**src/rtl/delta_timer_queue_defines.svh**
```systemverilog
// ----------------------------------------------------------------------------
// delta_timer_queue_defines.svh
// Assertion macros used by the delta timer queue top level.
// ----------------------------------------------------------------------------
`ifndef DELTA_TIMER_QUEUE_DEFINES_SVH
`define DELTA_TIMER_QUEUE_DEFINES_SVH

// Check a consequence in the same cycle as its cause.
`define DTQ_ASSERT_SAME(lbl, ante, cons, msg) \
    lbl: assert property (@(posedge aclk) disable iff (!aresetn) (ante) |-> (cons)) \
        else $error(msg);

// Check a consequence in the cycle after its cause.
`define DTQ_ASSERT_NEXT(lbl, ante, cons, msg) \
    lbl: assert property (@(posedge aclk) disable iff (!aresetn) (ante) |=> (cons)) \
        else $error(msg);

`endif

```
**src/rtl/dtq_pkg.sv**
```systemverilog
`default_nettype none
// ----------------------------------------------------------------------------
// dtq_pkg
// Types, codes and widths shared by the delta timer queue modules.
// ----------------------------------------------------------------------------
package dtq_pkg;

    localparam int HANDLE_BITS   = 8;
    localparam int DELAY_BITS    = 16;
    localparam int DEPTH_DEFAULT = 16;

    typedef enum logic [0:0] {
        OP_INSERT = 1'b0,
        OP_TICK   = 1'b1
    } op_t;

    typedef enum logic [2:0] {
        KIND_ACCEPTED = 3'd0,
        KIND_FULL     = 3'd1,
        KIND_ZERO     = 3'd2,
        KIND_EXPIRED  = 3'd3,
        KIND_NONE     = 3'd4
    } kind_t;

    typedef struct packed {
        op_t                   opcode;
        logic [HANDLE_BITS-1:0] handle;
        logic [DELAY_BITS-1:0]  delay;
    } in_item_t;

    typedef struct packed {
        kind_t                  kind;
        logic [HANDLE_BITS-1:0] expired_handle;
        logic                   last;
    } out_item_t;

    typedef enum logic [3:0] {
        ST_IDLE,
        ST_INS_CHECK,
        ST_WALK,
        ST_SHIFT_INIT,
        ST_SHIFT,
        ST_PLACE,
        ST_FIXUP,
        ST_ACK,
        ST_TICK_CHECK,
        ST_TICK_DEC,
        ST_TICK_NEXT
    } state_t;

    typedef struct packed {
        logic  load;
        logic  walk_start;
        logic  walk_step;
        logic  walk_stop;
        logic  shift_start;
        logic  shift_step;
        logic  place;
        logic  fixup;
        logic  rd_head;
        logic  dec_head;
        logic  pop;
        logic  emit;
        kind_t kind;
        logic  last;
    } cmd_t;

    typedef struct packed {
        logic out_free;
        logic delay_zero;
        logic full;
        logic empty;
        logic walk_adv;
        logic walk_last;
        logic shift_done;
        logic has_behind;
        logic head_live;
        logic next_exp;
    } sts_t;

endpackage
`default_nettype wire

```
**src/rtl/dtq_ctrl.sv**
```systemverilog
`default_nettype none
// ----------------------------------------------------------------------------
// dtq_ctrl
// Sequencer for insert and tick operations on the delta timer list.
// ----------------------------------------------------------------------------
module dtq_ctrl (
    input  wire logic          aclk,
    input  wire logic          aresetn,
    input  wire logic          s_valid,
    input  wire dtq_pkg::op_t  s_opcode,
    output logic               s_ready,
    input  wire dtq_pkg::sts_t sts,
    output dtq_pkg::cmd_t      cmd
);

    dtq_pkg::state_t state_reg;
    dtq_pkg::state_t state_next;

    always_ff @(posedge aclk) begin
        if (!aresetn) begin
            state_reg <= dtq_pkg::ST_IDLE;
        end else begin
            state_reg <= state_next;
        end
    end

    assign s_ready = (state_reg == dtq_pkg::ST_IDLE);

    always_comb begin
        state_next = state_reg;
        cmd        = '0;
        cmd.kind   = dtq_pkg::KIND_NONE;
        case (state_reg)
            dtq_pkg::ST_IDLE: begin
                if (s_valid) begin
                    cmd.load   = 1'b1;
                    state_next = (s_opcode == dtq_pkg::OP_INSERT) ?
                                 dtq_pkg::ST_INS_CHECK : dtq_pkg::ST_TICK_CHECK;
                end
            end
            dtq_pkg::ST_INS_CHECK: begin
                if (sts.delay_zero || sts.full) begin
                    if (sts.out_free) begin
                        cmd.emit   = 1'b1;
                        cmd.last   = 1'b1;
                        cmd.kind   = sts.delay_zero ? dtq_pkg::KIND_ZERO : dtq_pkg::KIND_FULL;
                        state_next = dtq_pkg::ST_IDLE;
                    end
                end else begin
                    cmd.walk_start = 1'b1;
                    state_next     = sts.empty ? dtq_pkg::ST_SHIFT_INIT : dtq_pkg::ST_WALK;
                end
            end
            dtq_pkg::ST_WALK: begin
                if (sts.walk_adv) begin
                    cmd.walk_step = 1'b1;
                    state_next    = sts.walk_last ? dtq_pkg::ST_SHIFT_INIT : dtq_pkg::ST_WALK;
                end else begin
                    cmd.walk_stop = 1'b1;
                    state_next    = dtq_pkg::ST_SHIFT_INIT;
                end
            end
            dtq_pkg::ST_SHIFT_INIT: begin
                cmd.shift_start = 1'b1;
                state_next      = dtq_pkg::ST_SHIFT;
            end
            dtq_pkg::ST_SHIFT: begin
                if (sts.shift_done) begin
                    state_next = dtq_pkg::ST_PLACE;
                end else begin
                    cmd.shift_step = 1'b1;
                end
            end
            dtq_pkg::ST_PLACE: begin
                cmd.place  = 1'b1;
                state_next = sts.has_behind ? dtq_pkg::ST_FIXUP : dtq_pkg::ST_ACK;
            end
            dtq_pkg::ST_FIXUP: begin
                cmd.fixup  = 1'b1;
                state_next = dtq_pkg::ST_ACK;
            end
            dtq_pkg::ST_ACK: begin
                if (sts.out_free) begin
                    cmd.emit   = 1'b1;
                    cmd.last   = 1'b1;
                    cmd.kind   = dtq_pkg::KIND_ACCEPTED;
                    state_next = dtq_pkg::ST_IDLE;
                end
            end
            dtq_pkg::ST_TICK_CHECK: begin
                if (sts.empty) begin
                    if (sts.out_free) begin
                        cmd.emit   = 1'b1;
                        cmd.last   = 1'b1;
                        cmd.kind   = dtq_pkg::KIND_NONE;
                        state_next = dtq_pkg::ST_IDLE;
                    end
                end else begin
                    cmd.rd_head = 1'b1;
                    state_next  = dtq_pkg::ST_TICK_DEC;
                end
            end
            dtq_pkg::ST_TICK_DEC: begin
                if (sts.head_live) begin
                    if (sts.out_free) begin
                        cmd.dec_head = 1'b1;
                        cmd.emit     = 1'b1;
                        cmd.last     = 1'b1;
                        cmd.kind     = dtq_pkg::KIND_NONE;
                        state_next   = dtq_pkg::ST_IDLE;
                    end
                end else begin
                    cmd.pop    = 1'b1;
                    state_next = dtq_pkg::ST_TICK_NEXT;
                end
            end
            dtq_pkg::ST_TICK_NEXT: begin
                if (sts.out_free) begin
                    cmd.emit = 1'b1;
                    cmd.kind = dtq_pkg::KIND_EXPIRED;
                    if (sts.next_exp) begin
                        cmd.pop = 1'b1;
                    end else begin
                        cmd.last   = 1'b1;
                        state_next = dtq_pkg::ST_IDLE;
                    end
                end
            end
            default: begin
                state_next = dtq_pkg::ST_IDLE;
            end
        endcase
    end

endmodule
`default_nettype wire

```
**src/rtl/dtq_datapath.sv**
```systemverilog
`default_nettype none
// ----------------------------------------------------------------------------
// dtq_datapath
// Ring-buffer list storage, walk and shift pointers, and the result register.
// ----------------------------------------------------------------------------
module dtq_datapath #(
    parameter int DEPTH = dtq_pkg::DEPTH_DEFAULT
) (
    input  wire logic              aclk,
    input  wire logic              aresetn,
    input  wire dtq_pkg::cmd_t     cmd,
    input  wire dtq_pkg::in_item_t s_item,
    input  wire logic              m_ready,
    output logic                   m_valid,
    output dtq_pkg::out_item_t     m_item,
    output dtq_pkg::sts_t          sts
);

    localparam int IDX_W = (DEPTH > 1) ? $clog2(DEPTH) : 1;
    localparam int CNT_W = $clog2(DEPTH + 1);
    localparam int DW    = dtq_pkg::DELAY_BITS;
    localparam int HW    = dtq_pkg::HANDLE_BITS;

    typedef logic [IDX_W-1:0] idx_t;
    typedef logic [CNT_W-1:0] cnt_t;

    function automatic idx_t ptr_inc(input idx_t p);
        return (p == IDX_W'(DEPTH - 1)) ? '0 : p + IDX_W'(1);
    endfunction

    function automatic idx_t ptr_dec(input idx_t p);
        return (p == '0) ? IDX_W'(DEPTH - 1) : p - IDX_W'(1);
    endfunction

    logic [DW-1:0] delta_mem [DEPTH];
    logic [HW-1:0] handle_mem [DEPTH];

    dtq_pkg::in_item_t  item_reg;
    dtq_pkg::out_item_t out_reg;
    logic               out_valid_reg;
    idx_t               head_reg, tail_reg, rd_ptr_reg, src_reg, wr_ptr_reg;
    cnt_t               count_reg, pos_reg, mv_reg;
    logic [DW-1:0]      sum_reg, behind_reg, rd_delta_reg;
    logic [HW-1:0]      rd_handle_reg, pend_h_reg;
    logic               has_behind_reg, wr_pend_reg;

    logic               rd_en;
    idx_t               rd_addr;
    logic               dw_en, hw_en;
    idx_t               dw_addr, hw_addr;
    logic [DW-1:0]      dw_data;
    logic [HW-1:0]      hw_data;
    logic [DW-1:0]      new_delta;
    logic [DW:0]        walk_sum;
    logic               out_free;

    assign new_delta = item_reg.delay - sum_reg;
    assign walk_sum  = {1'b0, sum_reg} + {1'b0, rd_delta_reg};
    assign out_free  = !out_valid_reg || m_ready;

    always_comb begin
        rd_en   = 1'b0;
        rd_addr = head_reg;
        if (cmd.walk_start || cmd.rd_head) begin
            rd_en   = 1'b1;
            rd_addr = head_reg;
        end else if (cmd.walk_step) begin
            rd_en   = 1'b1;
            rd_addr = ptr_inc(rd_ptr_reg);
        end else if (cmd.pop) begin
            rd_en   = 1'b1;
            rd_addr = ptr_inc(head_reg);
        end else if (cmd.shift_step && (mv_reg != '0)) begin
            rd_en   = 1'b1;
            rd_addr = src_reg;
        end
    end

    always_comb begin
        dw_en   = 1'b0;
        dw_addr = wr_ptr_reg;
        dw_data = rd_delta_reg;
        hw_en   = 1'b0;
        hw_addr = wr_ptr_reg;
        hw_data = rd_handle_reg;
        if (cmd.shift_step && wr_pend_reg) begin
            dw_en = 1'b1;
            hw_en = 1'b1;
        end else if (cmd.place) begin
            dw_en   = 1'b1;
            dw_addr = rd_ptr_reg;
            dw_data = new_delta;
            hw_en   = 1'b1;
            hw_addr = rd_ptr_reg;
            hw_data = item_reg.handle;
        end else if (cmd.fixup) begin
            dw_en   = 1'b1;
            dw_addr = ptr_inc(rd_ptr_reg);
            dw_data = behind_reg - new_delta;
        end else if (cmd.dec_head) begin
            dw_en   = 1'b1;
            dw_addr = head_reg;
            dw_data = rd_delta_reg - DW'(1);
        end
    end

    always_ff @(posedge aclk) begin
        if (dw_en) begin
            delta_mem[dw_addr] <= dw_data;
        end
        if (hw_en) begin
            handle_mem[hw_addr] <= hw_data;
        end
        if (rd_en) begin
            rd_delta_reg  <= delta_mem[rd_addr];
            rd_handle_reg <= handle_mem[rd_addr];
        end
    end

    always_ff @(posedge aclk) begin
        if (!aresetn) begin
            head_reg      <= '0;
            tail_reg      <= '0;
            count_reg     <= '0;
            wr_pend_reg   <= 1'b0;
            out_valid_reg <= 1'b0;
        end else begin
            if (cmd.place) begin
                tail_reg  <= ptr_inc(tail_reg);
                count_reg <= count_reg + CNT_W'(1);
            end else if (cmd.pop) begin
                head_reg  <= ptr_inc(head_reg);
                count_reg <= count_reg - CNT_W'(1);
            end
            if (cmd.shift_start) begin
                wr_pend_reg <= 1'b0;
            end else if (cmd.shift_step) begin
                wr_pend_reg <= (mv_reg != '0);
            end
            if (cmd.emit) begin
                out_valid_reg <= 1'b1;
            end else if (m_ready) begin
                out_valid_reg <= 1'b0;
            end
        end
    end

    always_ff @(posedge aclk) begin
        if (cmd.load) begin
            item_reg <= s_item;
        end
        if (cmd.walk_start) begin
            sum_reg        <= '0;
            pos_reg        <= '0;
            rd_ptr_reg     <= head_reg;
            has_behind_reg <= 1'b0;
        end else if (cmd.walk_step) begin
            sum_reg    <= walk_sum[DW-1:0];
            pos_reg    <= pos_reg + CNT_W'(1);
            rd_ptr_reg <= ptr_inc(rd_ptr_reg);
        end else if (cmd.walk_stop) begin
            behind_reg     <= rd_delta_reg;
            has_behind_reg <= 1'b1;
        end
        if (cmd.shift_start) begin
            src_reg    <= ptr_dec(tail_reg);
            wr_ptr_reg <= tail_reg;
            mv_reg     <= count_reg - pos_reg;
        end else if (cmd.shift_step) begin
            if (mv_reg != '0) begin
                src_reg <= ptr_dec(src_reg);
                mv_reg  <= mv_reg - CNT_W'(1);
            end
            if (wr_pend_reg) begin
                wr_ptr_reg <= ptr_dec(wr_ptr_reg);
            end
        end
        if (cmd.pop) begin
            pend_h_reg <= rd_handle_reg;
        end
        if (cmd.emit) begin
            out_reg.kind           <= cmd.kind;
            out_reg.expired_handle <= (cmd.kind == dtq_pkg::KIND_EXPIRED) ? pend_h_reg : '0;
            out_reg.last           <= cmd.last;
        end
    end

    assign m_valid = out_valid_reg;
    assign m_item  = out_reg;

    always_comb begin
        sts            = '0;
        sts.out_free   = out_free;
        sts.delay_zero = (item_reg.delay == '0);
        sts.full       = (count_reg == CNT_W'(DEPTH));
        sts.empty      = (count_reg == '0);
        sts.walk_adv   = (walk_sum <= {1'b0, item_reg.delay});
        sts.walk_last  = ((pos_reg + CNT_W'(1)) == count_reg);
        sts.shift_done = (mv_reg == '0) && !wr_pend_reg;
        sts.has_behind = has_behind_reg;
        sts.head_live  = (rd_delta_reg > DW'(1));
        sts.next_exp   = (count_reg != '0) && (rd_delta_reg == '0);
    end

endmodule
`default_nettype wire

```
**src/rtl/delta_timer_queue.sv**
```systemverilog
`default_nettype none
// ----------------------------------------------------------------------------
// delta_timer_queue
// Delta-encoded timer list: insert waiters by delay, expire them on ticks.
// ----------------------------------------------------------------------------
// The list lives in a DEPTH-entry ring buffer with one read and one write
// port, so every operation is paced by that memory. An insert of a nonzero
// delay is checked, walks past the entries ahead of it, stops the walk,
// moves each entry behind the insertion point one place on, places the new
// entry, fixes the next delta when it lands ahead of an existing entry, and
// reports. A rejected insert, a tick on an empty list and a tick that
// expires nothing each report one result. A tick that expires K waiters
// presents K results, one each cycle while the receiver keeps up. A stalled
// receiver holds the operation at its next result. One item is in work at a
// time; a finished result waits in the output register while the next item
// is taken. Results hold the same order as the items that caused them.
// ----------------------------------------------------------------------------
`include "delta_timer_queue_defines.svh"

module delta_timer_queue #(
    parameter int DEPTH = dtq_pkg::DEPTH_DEFAULT
) (
    input  wire logic               aclk,
    input  wire logic               aresetn,
    input  wire logic               s_valid,
    output logic                    s_ready,
    input  wire dtq_pkg::in_item_t  s_item,
    output logic                    m_valid,
    input  wire logic               m_ready,
    output dtq_pkg::out_item_t      m_item
);

    dtq_pkg::cmd_t cmd;
    dtq_pkg::sts_t sts;

    dtq_ctrl u_ctrl (
        .aclk     (aclk),
        .aresetn  (aresetn),
        .s_valid  (s_valid),
        .s_opcode (s_item.opcode),
        .s_ready  (s_ready),
        .sts      (sts),
        .cmd      (cmd)
    );

    dtq_datapath #(
        .DEPTH (DEPTH)
    ) u_datapath (
        .aclk    (aclk),
        .aresetn (aresetn),
        .cmd     (cmd),
        .s_item  (s_item),
        .m_ready (m_ready),
        .m_valid (m_valid),
        .m_item  (m_item),
        .sts     (sts)
    );

    `DTQ_ASSERT_NEXT(a_busy_after_transfer, s_valid && s_ready, !s_ready, "ready after transfer")
    `DTQ_ASSERT_SAME(a_emit_into_free, cmd.emit, sts.out_free, "result register overwritten")
    `DTQ_ASSERT_SAME(a_idle_after_last, $past(aresetn) && $rose(s_ready), $past(cmd.emit && cmd.last), "idle without final result")

endmodule
`default_nettype wire

```
**config.mk**
```make
export PLATFORM = sky130hd
export DESIGN_NAME = delta_timer_queue
export DESIGN_NICKNAME = d
export VERILOG_FILES = /design/src/rtl/dtq_pkg.sv /design/src/rtl/dtq_ctrl.sv /design/src/rtl/dtq_datapath.sv /design/src/rtl/delta_timer_queue.sv
export VERILOG_INCLUDE_DIRS = /design/src /design/src/rtl
export SDC_FILE = /design/constraint.sdc
export NUM_CORES = 1
export LEC_CHECK = 0
export BUFFER_PORTS_ARGS = -buffer_cell sky130_fd_sc_hd__buf_2
export CORE_AREA = 2 2 307 157
export CTS_CLUSTER_SIZE = 30
export DETAILED_ROUTE_END_ITERATION = 8
export DIE_AREA = 0 0 309 159
export MAX_ROUTING_LAYER = met4
export PLACE_DENSITY = 0.71
export SLEW_MARGIN = 25
export SYNTH_ARGS = -nofsm -noshare
export SYNTH_HDL_FRONTEND = slang
export SYNTH_HIERARCHICAL = 1
export SYNTH_SLANG_ARGS = --single-unit
```
**constraint.sdc**
```tcl
create_clock -name aclk -period 11.5 [get_ports aclk]
set_input_delay 1.725 -clock aclk [delete_from_list [all_inputs] [get_ports aclk]]
set_output_delay 1.725 -clock aclk [all_outputs]
set_load 0.02 [all_outputs]
```
==> metrics.cfg <==
[timing]
rsz0062_at_grt=false
max_slew.worst_pin.slew_ps=1010
finClkSkew_ps=17.2
fin_tns_setup_ps=0
fmax_mhz=121
relSlewSlack=0.320
setup_violations=0
slew_viol_final=0
period_needed_ps=8250
post-route-period-util=0.717
finalHoldViolCount=0

[power]
irDropWorstVdd_mv=0.198
power.share.clock=0.189
power_density_mw_per_mm2=285
sw_frac_of_total=0.415
p_sw_mw=3.27
power.internal_mw=4.61
p_leak_nw=9.36
combPwrFrac=0.455
seq_power_share=0.357

[detailed_routing]
wl_um=65200
dr.pass1.iters=6
drt_iter0_drc=2448
wire_per_inst_um=23.1
avgViaCountPerCell=6.26
post-route-drc-count=0
ant_nets=0
vias=17692

[place]
post-dp-hpwl_um=41500
gp_congestion=0.998
port-buffer-count=42
dp_cells=2747

[die]
start_util=0.547
die_area_mm2=0.0491
rows=56
core-area_mm2=0.0464
chipHeight_um=159
die_w_um=309
pin_count=43

[final_layout]
instances_no_fill=2828
drive_gt1_frac=0.0986
final_nets=2264
layout.cells.most_common_list=edfxtp_1, nand2_1, a211oi_1
syn2layout_area_growth_pct=9.18
fillers=3701
n_antenna_cell=0
mostFrequentLayoutCell=edfxtp_1
largest_reg_flops=256

[grt]
grt_usage=0.271
grt_pass1_wl_um=98700
grt_pass1_vias=16053
grt.overflow.total=0
grt_max_degree=193
grt_antenna_before_repair=0

[setup_path]
cpMaxStageDelayCell=and3_2
path_buf_inv=2
critical-path-top-delay-family=compound AO/OA/AOI/OAI gates
rr_startpoint=u_datapath/rd_delta_reg[1]
crit_required_ps=11930
arrival_ps=8680
endpoint_kind=flip-flop
r2r-end=u_datapath/rd_delta_reg[0]
crit_end=u_datapath/rd_delta_reg[0]
crit_fanout=79
critPathMaxStageDelay_ps=830
start_kind=flip-flop
reg2reg_depth=30
path_common_cell=o21ai_0
r2r_setup_slack_ps=3250
critPathLaunch=u_datapath/rd_delta_reg[1]
worstSetupPathDepth=30
crit_type=flip-flop to flip-flop

[run]
cap_violations=0

[clock_network]
post_cts_buffers=0
h-tree-depth=2
cts_resized=0
cts.reportedPaths.clkPinSlew_ps=70
clockBufferDepth=3
holdBufCountCts=0
cts_buffers=45
clk_latency_ps=590
clock_sinks=526
cts_root_buffer=clkbuf_16
cts_tree=yes

[yosys]
synth_edf_count=485
syn_area_mm2=0.0253
avgSynthCellArea_um2=11.8
yosysTopAreaCellShare=0.575
synthFlopType=edfxtp_1
syn_nets=2259
yosys_register_bits=526
async_reset_ff_frac=0
yosysSeqAreaShare=0.607
synthDistinctLibCells=88
netlist_instances=2152
ys_warn_count=6
yosysTopAreaCell=edfxtp_1
synth_area_leaders=edfxtp_1, nand2_1, a211oi_1

[min_path]
hold_class=flip-flop to flip-flop

[status]
status=completed

-- synthesized netlist by cell type (5+ instances only) --
library cell / n
edfxtp_1: 485
mux2_2: 13
fa_1: 5
xor2_1: 24
nand3_1: 18
and2_0: 6
o221ai_1: 8
buf_4: 6
o31ai_1: 5
clkbuf_1: 91
o21ai_0: 55
a21o_1: 23
o21a_1: 16
buf_1: 16
a22oi_1: 7
a311oi_1: 53
nor2b_1: 15
a21boi_0: 7
a31oi_1: 66
xnor2_1: 43
a21oi_1: 107
nand2_1: 279
nor4_1: 15
o21ai_1: 9
nor3_1: 24
and2_1: 114
nand4_1: 14
dfxtp_1: 41
o22ai_1: 11
nor3b_1: 5
nor2_1: 133
inv_1: 83
a211oi_1: 138
mux2i_1: 25
ha_1: 73
buf_2: 5
nand2b_1: 12
and3_1: 8
-- worst min path at each step --
stage	to	slack [ps]	startpoint	cells after the start
after floorplan	u_datapath/pend_h_reg[0]	420	u_datapath/rd_handle_reg[0]	0
after global placement	u_datapath/pend_h_reg[2]	440	u_datapath/rd_handle_reg[2]	0
after detailed placement	u_datapath/pend_h_reg[1]	450	u_datapath/rd_handle_reg[1]	0
after CTS	u_datapath/pend_h_reg[1]	470	u_datapath/rd_handle_reg[1]	0
after global routing	u_datapath/pend_h_reg[2]	480	u_datapath/rd_handle_reg[2]	0
final	u_datapath/pend_h_reg[2]	460	u_datapath/rd_handle_reg[2]	0
-- metal layers --
layer,part of all wire,wire [um],GRT usage,vias up
met5,0,0,-,-
met3,0.13,8530,0.0804,71
met4,0.013,824,0.0496,0
met1,0.46,30300,0.429,8565
li1,-,-,-,8095
met2,0.39,25600,0.341,961
-- power by group through the flow --
stage                     clock (mW)  sequential (mW)  combinational, mW
after floorplan                    0             2.71               2.57
after global placement             0             2.83               3.37
after detailed placement           0             2.83               3.47
after CTS                       1.51             2.79               3.49
after global routing            1.59             2.82               3.90
final                           1.49             2.81               3.58
-- layout make-up --
| class | instances | area [um2] | share of cell area |
|---|---|---|---|
| flip-flops and latches | 526 | 15400 | 0.556 |
| multi-input cells | 1420 | 9270 | 0.335 |
| clock buffers | 52 | 1160 | 0.0420 |
| well taps | 638 | 798 | 0.0288 |
| repair buffers | 80 | 524 | 0.0189 |
| inverters | 84 | 315 | 0.0114 |
| clock inverters | 28 | 220 | 0.00796 |
-- worst register-to-register path, delay by kind of cell, from the launching register on --
family | cells | cell delay, ps
adder cells (fa/ha/maj) | 2 | 760
AND/OR/NAND/NOR | 4 | 1370
AO/OA/AOI/OAI | 20 | 3860
XOR/XNOR | 1 | 190
buffers and inverters | 2 | 930
multiplexers | 1 | 480
flip-flops | 1 | 490
-- cells by family after synthesis --
family / synth area share
compound gates: 0.152
mux: 0.0166
simple gates: 0.125
buf+inv: 0.0328
fa+ha+maj: 0.0421
xor+xnor: 0.0241
flops: 0.607
-- stage by stage --
| step | hold WS [ps] | utilization | setup slack [ps] | area, um2 | power (mW) |
|---|---|---|---|---|---|
| floorplan | 422 | - | 5480 | 25300 | 5.28 |
| global placement | 443 | 0.566 | 3210 | 26200 | 6.19 |
| detailed placement | 454 | 0.566 | 3010 | 26300 | 6.30 |
| CTS | 470 | 0.596 | 2940 | 27600 | 7.79 |
| global route | 481 | 0.597 | 2540 | 27700 | 8.31 |
| finish | 463 | 0.597 | 3250 | 27700 | 7.88 |
No activity file was read; power rests on OpenSTA's default activity.
